### src/rtl/core/bam_pkg.sv
// Shared constants, codes and types of the bitap approximate matcher.
package bam_pkg;

    // Defaults for the top-level parameters
    localparam int PATTERN_MAX_DEF = 64;
    localparam int MAX_ERRORS_DEF  = 8;

    // Field widths
    localparam int ACTION_W = 2;
    localparam int PIDX_W   = 6;
    localparam int BYTE_W   = 8;
    localparam int PLEN_W   = 7;
    localparam int ELIM_W   = 4;
    localparam int USED_W   = 4;
    localparam int POS_W    = 32;

    // Configuration port
    localparam int CFG_INDEX_W = 2;
    localparam int CFG_DATA_W  = 7;

    localparam logic [CFG_INDEX_W-1:0] REG_PATTERN_LENGTH   = 2'd0;
    localparam logic [CFG_INDEX_W-1:0] REG_ERROR_LIMIT      = 2'd1;
    localparam logic [CFG_INDEX_W-1:0] REG_TRANSPOSITION_ON = 2'd2;

    // Input item actions
    localparam logic [ACTION_W-1:0] ACT_RESTART = 2'd0;
    localparam logic [ACTION_W-1:0] ACT_LOAD    = 2'd1;
    localparam logic [ACTION_W-1:0] ACT_TEXT    = 2'd2;

    // Depth of the queue between front and back
    localparam int QUEUE_DEPTH = 2;

    typedef struct packed {
        logic [PLEN_W-1:0] pattern_length;
        logic [ELIM_W-1:0] error_limit;
        logic              transposition_on;
    } cfg_t;

endpackage

### src/rtl/core/bitap_approximate_matcher_core.sv
// Top level of the bitap approximate matcher: config registers, front end, queue, row engine.
//
//  Channel  | Signals                              | Item contents (low bit first)
//  ---------+--------------------------------------+----------------------------------------
//  input    | s_tvalid s_tready s_tuser s_tdata    | tuser: action; tdata: pattern_index,
//           |                                      |   byte_value
//  result   | m_tvalid m_tready m_tuser m_tdata    | tuser: status; tdata: match,
//           |                                      |   errors_used, end_position
//  config   | wr_en wr_index wr_data               | 0 pattern_length, 1 error_limit,
//           |                                      |   2 transposition_on
//
//  Flow: the front end takes one item per cycle while the queue has room. A pattern
//  load finishes in the front end. A restart is done when the row engine pops it; a text
//  byte is popped, then rows 0..error_limit are updated in turn, or it is only popped
//  and flagged when the configuration is bad. The row engine is the limit.
//  Reset: rows all ones, position zero, result slot empty; pattern bytes are not cleared.
//  Stalls: a waiting result holds the row engine at its next pop; the queue keeps the
//  front end taking items until it fills.
module bitap_approximate_matcher_core #(
    parameter int PATTERN_MAX = bam_pkg::PATTERN_MAX_DEF,
    parameter int MAX_ERRORS  = bam_pkg::MAX_ERRORS_DEF
) (
    input  logic                            clk,
    input  logic                            rst_n,
    // input items
    input  logic                            s_tvalid,
    output logic                            s_tready,
    input  logic [bam_pkg::ACTION_W-1:0]    s_tuser,   // [1:0] action
    input  logic [15:0]                     s_tdata,   // [5:0] pattern_index, [13:6] byte_value
    // result items
    output logic                            m_tvalid,
    input  logic                            m_tready,
    output logic                            m_tuser,   // [0] status
    output logic [39:0]                     m_tdata,   // [0] match, [4:1] errors_used,
                                                       // [36:5] end_position
    // configuration writes
    input  logic                            wr_en,
    input  logic [bam_pkg::CFG_INDEX_W-1:0] wr_index,
    input  logic [bam_pkg::CFG_DATA_W-1:0]  wr_data
);

    localparam int QW = PATTERN_MAX + 1;   // restart flag over the byte mask

    // Configuration registers
    logic [bam_pkg::PLEN_W-1:0] pattern_length_reg;
    logic [bam_pkg::ELIM_W-1:0] error_limit_reg;
    logic                       transposition_on_reg;
    bam_pkg::cfg_t              cfg;

    always_ff @(posedge clk or negedge rst_n)
    begin
        if (!rst_n)
        begin
            pattern_length_reg   <= '0;
            error_limit_reg      <= '0;
            transposition_on_reg <= 1'b1;
        end
        else if (wr_en)
        begin
            case (wr_index)
                bam_pkg::REG_PATTERN_LENGTH:
                begin
                    pattern_length_reg <= wr_data[bam_pkg::PLEN_W-1:0];
                end
                bam_pkg::REG_ERROR_LIMIT:
                begin
                    error_limit_reg <= wr_data[bam_pkg::ELIM_W-1:0];
                end
                bam_pkg::REG_TRANSPOSITION_ON:
                begin
                    transposition_on_reg <= wr_data[0];
                end
                default:
                begin
                    // writes past the register list are dropped
                end
            endcase
        end
    end

    assign cfg.pattern_length   = pattern_length_reg;
    assign cfg.error_limit      = error_limit_reg;
    assign cfg.transposition_on = transposition_on_reg;

    // Front end -> queue -> row engine
    logic          push_valid;
    logic          push_ready;
    logic [QW-1:0] push_data;
    logic          q_valid;
    logic          q_ready;
    logic [QW-1:0] q_data;

    logic                         res_match;
    logic [bam_pkg::USED_W-1:0]   res_used;
    logic [bam_pkg::POS_W-1:0]    res_pos;

    bam_front #(
        .PATTERN_MAX (PATTERN_MAX)
    ) u_front (
        .clk           (clk),
        .cfg           (cfg),
        .in_valid      (s_tvalid),
        .in_ready      (s_tready),
        .action        (s_tuser),
        .pattern_index (s_tdata[5:0]),
        .byte_value    (s_tdata[13:6]),
        .push_valid    (push_valid),
        .push_ready    (push_ready),
        .push_data     (push_data)
    );

    bam_queue #(
        .WIDTH (QW),
        .DEPTH (bam_pkg::QUEUE_DEPTH)
    ) u_queue (
        .clk       (clk),
        .rst_n     (rst_n),
        .in_valid  (push_valid),
        .in_ready  (push_ready),
        .in_data   (push_data),
        .out_valid (q_valid),
        .out_ready (q_ready),
        .out_data  (q_data)
    );

    bam_back #(
        .PATTERN_MAX (PATTERN_MAX),
        .MAX_ERRORS  (MAX_ERRORS)
    ) u_back (
        .clk          (clk),
        .rst_n        (rst_n),
        .cfg          (cfg),
        .q_valid      (q_valid),
        .q_ready      (q_ready),
        .q_data       (q_data),
        .out_valid    (m_tvalid),
        .out_ready    (m_tready),
        .match        (res_match),
        .errors_used  (res_used),
        .end_position (res_pos),
        .status       (m_tuser)
    );

    // Result packing, padded to whole bytes
    assign m_tdata = {3'b000, res_pos, res_used, res_match};

endmodule

### src/rtl/core/bam_front.sv
// Front end: takes items, keeps the pattern cells, builds the per-byte match mask.
module bam_front #(
    parameter int PATTERN_MAX = bam_pkg::PATTERN_MAX_DEF
) (
    input  logic                         clk,
    input  bam_pkg::cfg_t                cfg,
    input  logic                         in_valid,
    output logic                         in_ready,
    input  logic [bam_pkg::ACTION_W-1:0] action,
    input  logic [bam_pkg::PIDX_W-1:0]   pattern_index,
    input  logic [bam_pkg::BYTE_W-1:0]   byte_value,
    output logic                         push_valid,
    input  logic                         push_ready,
    output logic [PATTERN_MAX:0]         push_data    // {restart flag, mask}
);

    localparam int PW = $clog2(PATTERN_MAX);

    // One pattern cell per position, each compared in place with the text byte
    logic [bam_pkg::BYTE_W-1:0] pattern_reg [PATTERN_MAX];

    logic                   accept;
    logic                   is_restart;
    logic                   is_text;
    logic [PATTERN_MAX-1:0] mask;

    assign in_ready   = push_ready;
    assign accept     = in_valid && in_ready;
    assign is_restart = (action == bam_pkg::ACT_RESTART);
    assign is_text    = (action == bam_pkg::ACT_TEXT);

    always_ff @(posedge clk)
    begin
        if (accept && action == bam_pkg::ACT_LOAD && 32'(pattern_index) < PATTERN_MAX)
        begin
            pattern_reg[PW'(pattern_index)] <= byte_value;
        end
    end

    // Bit i low where pattern byte i is in use and equals the text byte
    always_comb
    begin
        for (int i = 0; i < PATTERN_MAX; i++)
        begin
            mask[i] = !((i < int'(cfg.pattern_length)) && (pattern_reg[i] == byte_value));
        end
    end

    // Loads and unused codes finish here; restarts and text bytes go on
    assign push_valid = in_valid && (is_restart || is_text);
    assign push_data  = {is_restart, mask};

endmodule

### src/rtl/core/bam_queue.sv
// Small FIFO between the front end and the row engine.
module bam_queue #(
    parameter int WIDTH = 8,
    parameter int DEPTH = bam_pkg::QUEUE_DEPTH
) (
    input  logic             clk,
    input  logic             rst_n,
    input  logic             in_valid,
    output logic             in_ready,
    input  logic [WIDTH-1:0] in_data,
    output logic             out_valid,
    input  logic             out_ready,
    output logic [WIDTH-1:0] out_data
);

    localparam int AW = $clog2(DEPTH);
    localparam int CW = $clog2(DEPTH + 1);

    logic [WIDTH-1:0] data_reg [DEPTH];
    logic [AW-1:0]    wr_ptr_reg, wr_ptr_next;
    logic [AW-1:0]    rd_ptr_reg, rd_ptr_next;
    logic [CW-1:0]    count_reg, count_next;
    logic             push;
    logic             pop;

    assign in_ready  = (count_reg != CW'(DEPTH));
    assign out_valid = (count_reg != '0);
    assign out_data  = data_reg[rd_ptr_reg];
    assign push      = in_valid && in_ready;
    assign pop       = out_valid && out_ready;

    always_comb
    begin
        wr_ptr_next = wr_ptr_reg;
        rd_ptr_next = rd_ptr_reg;
        count_next  = count_reg;
        if (push)
        begin
            wr_ptr_next = (wr_ptr_reg == AW'(DEPTH - 1)) ? '0 : wr_ptr_reg + 1'b1;
        end
        if (pop)
        begin
            rd_ptr_next = (rd_ptr_reg == AW'(DEPTH - 1)) ? '0 : rd_ptr_reg + 1'b1;
        end
        if (push && !pop)
        begin
            count_next = count_reg + 1'b1;
        end
        else if (pop && !push)
        begin
            count_next = count_reg - 1'b1;
        end
    end

    always_ff @(posedge clk or negedge rst_n)
    begin
        if (!rst_n)
        begin
            wr_ptr_reg <= '0;
            rd_ptr_reg <= '0;
            count_reg  <= '0;
        end
        else
        begin
            wr_ptr_reg <= wr_ptr_next;
            rd_ptr_reg <= rd_ptr_next;
            count_reg  <= count_next;
        end
    end

    always_ff @(posedge clk)
    begin
        if (push)
        begin
            data_reg[wr_ptr_reg] <= in_data;
        end
    end

endmodule

### src/rtl/core/bam_back.sv
// Row engine: updates one error row per cycle and holds the result register.
module bam_back #(
    parameter int PATTERN_MAX = bam_pkg::PATTERN_MAX_DEF,
    parameter int MAX_ERRORS  = bam_pkg::MAX_ERRORS_DEF
) (
    input  logic                       clk,
    input  logic                       rst_n,
    input  bam_pkg::cfg_t              cfg,
    input  logic                       q_valid,
    output logic                       q_ready,
    input  logic [PATTERN_MAX:0]       q_data,      // {restart flag, mask}
    output logic                       out_valid,
    input  logic                       out_ready,
    output logic                       match,
    output logic [bam_pkg::USED_W-1:0] errors_used,
    output logic [bam_pkg::POS_W-1:0]  end_position,
    output logic                       status
);

    localparam int KW = $clog2(MAX_ERRORS + 1);
    localparam int EW = (MAX_ERRORS > 1) ? $clog2(MAX_ERRORS) : 1;
    localparam int PW = $clog2(PATTERN_MAX);

    localparam logic ST_IDLE = 1'b0;
    localparam logic ST_ROW  = 1'b1;

    logic                      state_reg, state_next;
    logic [KW-1:0]             k_reg, k_next;
    logic                      first_reg;
    logic [bam_pkg::POS_W-1:0] text_pos_reg;
    logic                      found_reg;
    logic [bam_pkg::USED_W-1:0] used_reg;
    logic                      out_valid_reg;

    logic [PATTERN_MAX-1:0] rows_reg    [MAX_ERRORS + 1];
    logic [PATTERN_MAX-1:0] earlier_reg [MAX_ERRORS];
    logic [PATTERN_MAX-1:0] prev_reg;      // old row k-1
    logic [PATTERN_MAX-1:0] newprev_reg;   // new row k-1
    logic [PATTERN_MAX-1:0] mask_reg;

    logic                      match_reg;
    logic [bam_pkg::USED_W-1:0] used_out_reg;
    logic [bam_pkg::POS_W-1:0] end_pos_reg;
    logic                      status_reg;

    logic                   pop;
    logic                   pop_restart;
    logic                   pop_text;
    logic                   cfg_bad;
    logic                   pop_bad;
    logic                   pop_run;
    logic                   in_row;
    logic                   last_row;
    logic                   finish;
    logic [PATTERN_MAX-1:0] cur;
    logic [PATTERN_MAX-1:0] ear;
    logic [PATTERN_MAX-1:0] q_term;
    logic [PATTERN_MAX-1:0] t_term;
    logic [PATTERN_MAX-1:0] new_row;
    logic                   hit;
    logic [EW-1:0]          ear_idx;
    logic [bam_pkg::USED_W-1:0] k_used;

    // Pop only with the result slot free, so a run never meets a full slot
    assign q_ready     = (state_reg == ST_IDLE) && (!out_valid_reg || out_ready);
    assign pop         = q_valid && q_ready;
    assign pop_restart = pop && q_data[PATTERN_MAX];
    assign pop_text    = pop && !q_data[PATTERN_MAX];

    assign cfg_bad = (cfg.pattern_length == '0)
                  || (32'(cfg.pattern_length) > PATTERN_MAX)
                  || (32'(cfg.error_limit) > MAX_ERRORS)
                  || (cfg.transposition_on
                      && (bam_pkg::PLEN_W'(cfg.error_limit) > (cfg.pattern_length >> 1)));

    assign pop_bad = pop_text && cfg_bad;
    assign pop_run = pop_text && !cfg_bad;

    // One row step
    assign in_row   = (state_reg == ST_ROW);
    assign last_row = (32'(k_reg) == 32'(cfg.error_limit));
    assign finish   = in_row && last_row;
    assign ear_idx  = EW'(k_reg - 1'b1);
    assign cur      = rows_reg[k_reg];
    assign ear      = earlier_reg[ear_idx];
    assign q_term   = (cur << 1) | mask_reg;
    assign t_term   = (cfg.transposition_on && !first_reg) ? (q_term & (ear << 2)) : '1;
    assign new_row  = (k_reg == '0) ? q_term
                    : (q_term & prev_reg & (newprev_reg << 1) & (prev_reg << 1) & t_term);
    assign hit      = !new_row[PW'(cfg.pattern_length - 1'b1)];
    assign k_used   = bam_pkg::USED_W'(k_reg);

    always_comb
    begin
        state_next = state_reg;
        k_next     = k_reg;
        case (state_reg)
            ST_IDLE:
            begin
                if (pop_run)
                begin
                    state_next = ST_ROW;
                    k_next     = '0;
                end
            end
            ST_ROW:
            begin
                if (last_row)
                begin
                    state_next = ST_IDLE;
                end
                else
                begin
                    k_next = k_reg + 1'b1;
                end
            end
            default:
            begin
                state_next = ST_IDLE;
            end
        endcase
    end

    always_ff @(posedge clk or negedge rst_n)
    begin
        if (!rst_n)
        begin
            state_reg     <= ST_IDLE;
            k_reg         <= '0;
            first_reg     <= 1'b1;
            text_pos_reg  <= '0;
            found_reg     <= 1'b0;
            used_reg      <= '0;
            out_valid_reg <= 1'b0;
            for (int i = 0; i <= MAX_ERRORS; i++)
            begin
                rows_reg[i] <= '1;
            end
            for (int i = 0; i < MAX_ERRORS; i++)
            begin
                earlier_reg[i] <= '1;
            end
        end
        else
        begin
            state_reg <= state_next;
            k_reg     <= k_next;

            if (pop_bad || finish)
            begin
                out_valid_reg <= 1'b1;
            end
            else if (out_ready)
            begin
                out_valid_reg <= 1'b0;
            end

            if (pop_restart)
            begin
                text_pos_reg <= '0;
                first_reg    <= 1'b1;
                for (int i = 0; i <= MAX_ERRORS; i++)
                begin
                    rows_reg[i] <= '1;
                end
                for (int i = 0; i < MAX_ERRORS; i++)
                begin
                    earlier_reg[i] <= '1;
                end
            end

            if (pop_text && text_pos_reg != '1)
            begin
                text_pos_reg <= text_pos_reg + 1'b1;
            end

            if (pop_run)
            begin
                found_reg <= 1'b0;
                used_reg  <= '0;
            end

            if (in_row)
            begin
                rows_reg[k_reg] <= new_row;
                if (k_reg != '0)
                begin
                    earlier_reg[ear_idx] <= prev_reg;
                end
                if (!found_reg && hit)
                begin
                    found_reg <= 1'b1;
                    used_reg  <= k_used;
                end
                if (last_row)
                begin
                    first_reg <= 1'b0;
                end
            end
        end
    end

    always_ff @(posedge clk)
    begin
        if (pop_text)
        begin
            end_pos_reg <= text_pos_reg;
        end
        if (pop_run)
        begin
            mask_reg <= q_data[PATTERN_MAX-1:0];
        end
        if (in_row)
        begin
            prev_reg    <= cur;
            newprev_reg <= new_row;
        end
        if (pop_bad)
        begin
            match_reg    <= 1'b0;
            used_out_reg <= '0;
            status_reg   <= 1'b1;
        end
        else if (finish)
        begin
            match_reg    <= found_reg || hit;
            used_out_reg <= found_reg ? used_reg : (hit ? k_used : '0);
            status_reg   <= 1'b0;
        end
    end

    assign out_valid    = out_valid_reg;
    assign match        = match_reg;
    assign errors_used  = used_out_reg;
    assign end_position = end_pos_reg;
    assign status       = status_reg;

    // A row run never overlaps a waiting result
    a_row_slot_free: assert property (@(posedge clk) disable iff (!rst_n)
        in_row |-> !out_valid_reg)
        else $error("row run with result slot occupied");

    // Bad-configuration results carry no match
    a_bad_no_match: assert property (@(posedge clk) disable iff (!rst_n)
        (out_valid_reg && status_reg) |-> (!match_reg && used_out_reg == '0))
        else $error("bad configuration result reports a match");

    // A result appears only after a bad-config pop or the last row step
    a_result_source: assert property (@(posedge clk) disable iff (!rst_n)
        $rose(out_valid_reg) |-> ($past(pop_bad) || $past(finish)))
        else $error("result raised without a source");

    // Items leave the queue only while idle
    a_pop_idle: assert property (@(posedge clk) disable iff (!rst_n)
        pop |-> (state_reg == ST_IDLE))
        else $error("queue popped during a row run");

endmodule

### config.mk
export PLATFORM = sky130hd
export DESIGN_NAME = bitap_approximate_matcher_core
export DESIGN_NICKNAME = d
export VERILOG_FILES = /design/src/rtl/core/bam_pkg.sv /design/src/rtl/core/bitap_approximate_matcher_core.sv /design/src/rtl/core/bam_front.sv /design/src/rtl/core/bam_queue.sv /design/src/rtl/core/bam_back.sv
export SDC_FILE = /design/constraint.sdc
export NUM_CORES = 2
export LEC_CHECK = 0
export BUFFER_PORTS_ARGS = -buffer_cell sky130_fd_sc_hd__buf_4
export CORE_MARGIN = 4
export CORE_UTILIZATION = 49
export CTS_CLUSTER_SIZE = 40
export DETAILED_ROUTE_END_ITERATION = 8
export PLACE_DENSITY = 0.66
export SKIP_CTS_REPAIR_TIMING = 1
export SLEW_MARGIN = 40
export SYNTH_ARGS = -nofsm -noshare
export SYNTH_HDL_FRONTEND = slang
export SYNTH_SLANG_ARGS = --single-unit
### constraint.sdc
create_clock -name clk -period 6.6 [get_ports clk]
set_input_delay 0.33 -clock clk [delete_from_list [all_inputs] [get_ports clk]]
set_output_delay 0.33 -clock clk [all_outputs]
set_load 0.01 [all_outputs]
# After elaboration in Yosys (flattened, before gate mapping)
# Memory sizes are Yosys's and may differ from the RTL's.
# Index checks and enable logic that the tools add are counted.
# W data, S select, Z words.
# totals
input_bits	32
rom_bits	0
latchBits	0
out_inout_bits	43
word_cells	426
reg_bits	1377
ramBits	642
memories	2
# classes
n_reduce_logical	175
magnitude_cmp	72
addsub	8
shift	0
n_mul	0
eq_ne	73
bitwise	9
div	0
mux	50
# mem_list
name	words	word_bits	read_ports	rd_ports_with_merged_regs	wr	line	rtl
u_front.pattern_reg	64	8	64	0	1	bam_front.sv:20	logic [bam_pkg::BYTE_W-1:0] pattern_reg [PATTERN_MAX];
u_queue.data_reg	2	65	1	0	1	bam_queue.sv:19	logic [WIDTH-1:0] data_reg [DEPTH];
# op_table
operator	count
$mux W512	3
$mux W576	2
$bwmux W576	1
$bwmux W512	1
$eq A8 B8 Y1	64
$mux W64	6
$and A64 B64 Y64	5
$bmux W64 S4	1
$demux W64 S4	1
$lt A6 B7 Y1 const A	32
$bmux W64 S3	1
$demux W64 S3	1
$mux W62	2
$lt A5 B7 Y1 const A	16
$logic_and A1 B1 Y1	83
$logic_not A1 Y1	72
$mux W32	2
$or A64 B64 Y64	1
$lt A4 B7 Y1 const A	8
$add A32 B1 Y32 const B	1
$ne A32 B32 Y1 const B	1
$lt A3 B7 Y1 const A	4
$mux W4	7
$mux W1	17
other kinds (35)	55

# Longest topological paths before layout
# logic_depth
ltp_word	16
depth_mapped	22
depth_no_buf	13

# Modules after synthesis
# From an unflattened synthesis, not the netlist that was laid out.
# unflattened
hier_cells	7810
area_unflattened_um2	90392.9
# modules_own_cells
mod	seq_area_each_um2	cells_per_inst	area_each_um2	instances
bam_back	36085.9	6121	62645.1	1
bam_front	15374.7	1437	22197.5	1
bam_queue	4003.8	220	5046.1	1
bitap_approximate_matcher_core	301.5	32	504.2	1

# Worst setup path before layout
# Ideal clock, no wire load.
# synth_path
path_type	reg-to-reg
start	reg u_back.state_reg, in the netlist u_back.in_row
end	reg u_back.mask_reg[0], enable pin
slack_ps	902
t_required_ps	6053
setup_ps	547
arrival_ps	5152
path_stages_with_launch	6
n_path_buf	0
path_cell_list	dfrtp_1 nor3_1 nand2_1 inv_1 nand2_1 inv_1
# synth_via
elab_chain_cells	5
# synth_rtl
item	line	rtl
start, declared	bam_back.sv:27	logic state_reg, state_next;
start signal, assigned	bam_back.sv:146	state_reg <= state_next;
$not A1 Y1	-	
$logic_and A1 B1 Y1	bam_back.sv:65	assign q_ready = (state_reg == ST_IDLE) && (!out_valid_reg || out_ready);
$logic_and A1 B1 Y1	bam_back.sv:66	assign pop = q_valid && q_ready;
$logic_and A1 B1 Y1	bam_back.sv:68	assign pop_text = pop && !q_data[PATTERN_MAX];
named net u_back.pop_text	bam_back.sv:48	logic pop_text;
$logic_and A1 B1 Y1	bam_back.sv:77	assign pop_run = pop_text && !cfg_bad;
named net u_back.pop_run	bam_back.sv:51	logic pop_run;
end signal, assigned	bam_back.sv:211	mask_reg <= q_data[PATTERN_MAX-1:0];
end, declared	bam_back.sv:39	logic [PATTERN_MAX-1:0] mask_reg;
# The timed path passes the listed nets, and every way through them passes these cells.
# A chain may end at the register's enable or synchronous reset.

# Final worst setup path
# layout_path
start	reg u_back.k_reg[1]
end	reg u_back.used_out_reg (netlist bit u_back.errors_used[0])
# layout_via
elab_chain_cells	14
elab_cells_between_ends	24
classes_between	add/sub (1); eq/ne (1); mux (12); bitwise (8); reduce/logical (2)
# layout_rtl
item	line	rtl
start, declared	bam_back.sv:28	logic [KW-1:0] k_reg, k_next;
start signal, assigned	bam_back.sv:147	k_reg <= k_next;
parallel branches: the longest is 14 deep, another holds $sub A3 B1 Y3	-	
end signal, assigned	bam_back.sv:227	used_out_reg <= found_reg ? used_reg : (hit ? k_used : '0);
end, declared	bam_back.sv:42	logic [bam_pkg::USED_W-1:0] used_out_reg;
# Parallel ways; which one is timed is not known. The select of a mux whose other input is x is not followed.

==> results.md <==
- Critical Path RT: 7340 ps
- CP endpoint kind: flop
- Total track usage: 27.2%
- Share of the yosys chip area belonging to registers: 62.6%
- Share of cells above drive strength 1: 25.0%
- Per-cell routed wire length: 26.3 um
- Max-cap viol count: 0
- Comb power frac: 36.6%
- Clock sinks: 2003
- Crit start category: flop
- Die ar.: 189000 um^2
- Total number of yosys warnings: 0
- CTS tree: built
- Clock share of power: 22.7%
- Area Growth Syn to Fin: 11.2%
- Vias in the first global route: 59157
- TritonCTS buffer count: 202
- Final antenna-violating net count: 0
- Static leakage: 34.9 nW
- Mapped Cells: 7501
- Hold WC Path Type: in2async
- Initial DRC Count: 7060
- Fin crit period: 5360 ps
- Internal Pwr Total: 30.7 mW
- Remaining DRCs: 0
- Peak VDD IR: 355 uV
- Final wirelength: 259000 um
- # setup viols final: 0
- Top cells by area, synth: dfstp_2 (32%), edfxtp_1 (29%), a21oi_1 (4.5%)
- Top cell by count, worst path: a221o_1
- Asr flop ratio synth: 56.5%
- Max reg flops: 576
- Nets@finish: 7333
- Cell chain of the critical path: clkinv_1, ha_4, nand2_1, buf_4, o22ai_1, o21ai_0, o211ai_1, a221o_1, mux4_2, a221o_1, a22oi_2, nor3_1, a31o_1
- Post-synth top area cell: dfstp_2
- Pwr dens: 509 nW/um^2
- Status: completed
- Worst-Skew Late Latency: 840 ps
- Most instantiated cells after synthesis: dfstp_2 (1074), edfxtp_1 (865), a21oi_1 (796)
- Clk_skew: 37.8 ps
- Cell variety after synth: 94
- Most used DFF post-synth: dfstp_2
- Largest net degree at the start of global routing: 166
- Crit Path Category: reg2reg
- Max Root-Sink Buffers: 3
- WP data arrival: 6100 ps
- RSZ-0062 raised after global routing: no
- Placer Congestion: 0.851
- Max H-tree Level: 4
- First-pass GRT wire length: 388000 um
- P_sw: 19.7 mW
- Die W: 434 um
- Setup TNS: 0 ps
- Count of final max-slew check failures: 0
- WP buf/inv: 2
- Antenna violations before repair: 9
- Placed instance area: 92200 um^2
- Post-synth top area share: 31.7%
- Worst-margin pin slew: 984 ps
- Critical path's slowest cell: dfrtp_2
- Root buffer cell: clkbuf_16
- Slew headroom: 34.4%
- Flop pwr share: 40.7%
- Fin crit share: 81.2%
- DR vias: 61224
- FP Rows: 156
- Die Y: 434 um
- Port Buf Inserts: 69
- Sw Share: 39.0%
- Post-synth EDFFs: 865
- Final Hold Vio Count: 0
- Footprint of the multi-input gates: 30700 um^2
- Slowest cell delay on critical path: 690 ps
- IO Count: 75
- Area of the mapped netlist: 89100 um^2
- Fillers: 14840
- CP Max Fanout: 15
- Most common cell in the netlist: dfstp_2
- Core ar.: 181000 um^2
- Via/cell ratio: 6.22
- GRT overflow: 0
- F_max: 187 MHz
- Clock-pin slew on the worst setup and hold paths: 60 ps
- TritonRoute pass-1 iters: 6
- FF/Latch Area: 55800 um^2
- Starting Density: 49.3%
- Hpwl dp: 158000 um
- Cell family with most CP delay: compound AO/OA/AOI/OAI gates
- Synthesized area per cell: 11.9 um^2
- FF+latch count, synth: 2003
- Fin area: 99200 um^2
-- layout by cell type (no fill, tap or decap), types with 60 or more instances in the layout --
master / n
nor4_1: 75
clkbuf_1: 60
buf_4: 186
edfxtp_1: 865
o22ai_1: 105
a31oi_1: 60
xor2_1: 338
o21ai_0: 234
a21oi_1: 795
nor2_1: 778
o22a_1: 263
nand3_1: 90
xnor2_1: 190
dfstp_2: 1074
mux2i_1: 293
nand2_1: 194
clkbuf_16: 208
nor3_1: 556
mux2_2: 106
inv_1: 79
-- power groups by stage --
stage	clock network, mW	registers [mW]	logic [mW]
5_1_grt	12.2	20.8	19.6
4_1_cts	11.6	20.4	18.1
3_5_place_dp	0	20.6	18.0
2_1_floorplan	0	19.3	12.3
6_report	11.5	20.5	18.5
3_3_place_gp	0	20.4	17.5
-- cell type report --
cell class                      instances  share of cell area [%]
Antenna cell                            5                  0.0126
Clock buffer                          299                    5.89
Clock inverter                         77                   0.780
Inverter                               87                   0.329
Multi-Input combinational cell       4724                    30.9
Sequential cell                      2003                    56.3
Tap cell                             2370                    2.99
Timing Repair Buffer                  272                    2.79
-- routing by layer --
layer	track usage, %	routed length, um	vias up
li1	-	-	26880
met4	9.15	8800	4
met2	41.8	118000	2793
met5	0	23	-
met3	5.95	24400	503
met1	38.5	108000	31044
-- through the flow --
stage | power, mW | worst slack (ps) | hold WS [ps] | util, % | std cells
floorplan | 31.6 | 902 | 34.4 | - | 7503
global placement | 37.9 | 1080 | 436 | 50.7 | 9414
detailed placement | 38.6 | 1380 | 446 | 51.0 | 9428
CTS | 50.1 | 1370 | -455 | 54.7 | 9804
global route | 52.6 | 1100 | 24.7 | 54.9 | 9833
finish | 50.4 | 1240 | 24.5 | 54.9 | 9837
-- cell families (layout without fill, tap and decap cells) --
group,count (synthesis),after routing,synth area share (%)
multiplexers,448,448,5.87
AND/OR/NAND/NOR,1979,1979,10.3
buffers and inverters,776,735,3.47
adder cells (fa/ha/maj),11,11,0.154
other,1,8,0.00421
flip-flops,2003,2003,62.6
AO/OA/AOI/OAI,1753,1753,12.4
XOR/XNOR,530,530,5.22
-- final timing paths --
check / end / cells after the start / slack [ps] / from
worst max-delay path: u_back.errors_used[0]$_SDFFE_PP0P_ / 13 / 1240 / u_back.k_reg[1]$_DFFE_PN0P_
worst min-delay path: u_back.text_pos_reg[29]$_DFFE_PN0P_ / 2 / 20 / rst_n
worst max register to register: u_back.errors_used[0]$_SDFFE_PP0P_ / 13 / 1240 / u_back.k_reg[1]$_DFFE_PN0P_
worst min register to register: u_back.status$_SDFFE_PP1P_ / 1 / 480 / u_back.status$_SDFFE_PP1P_
max in group asynchronous: u_back.rows_reg[513]$_DFF_PN1_ / 5 / 4760 / rst_n
min in group clk: u_front.pattern_reg[6][0]$_DFFE_PP_ / 1 / 30 / s_tdata[6]
Note: power is estimated with default switching activity, not from simulation.
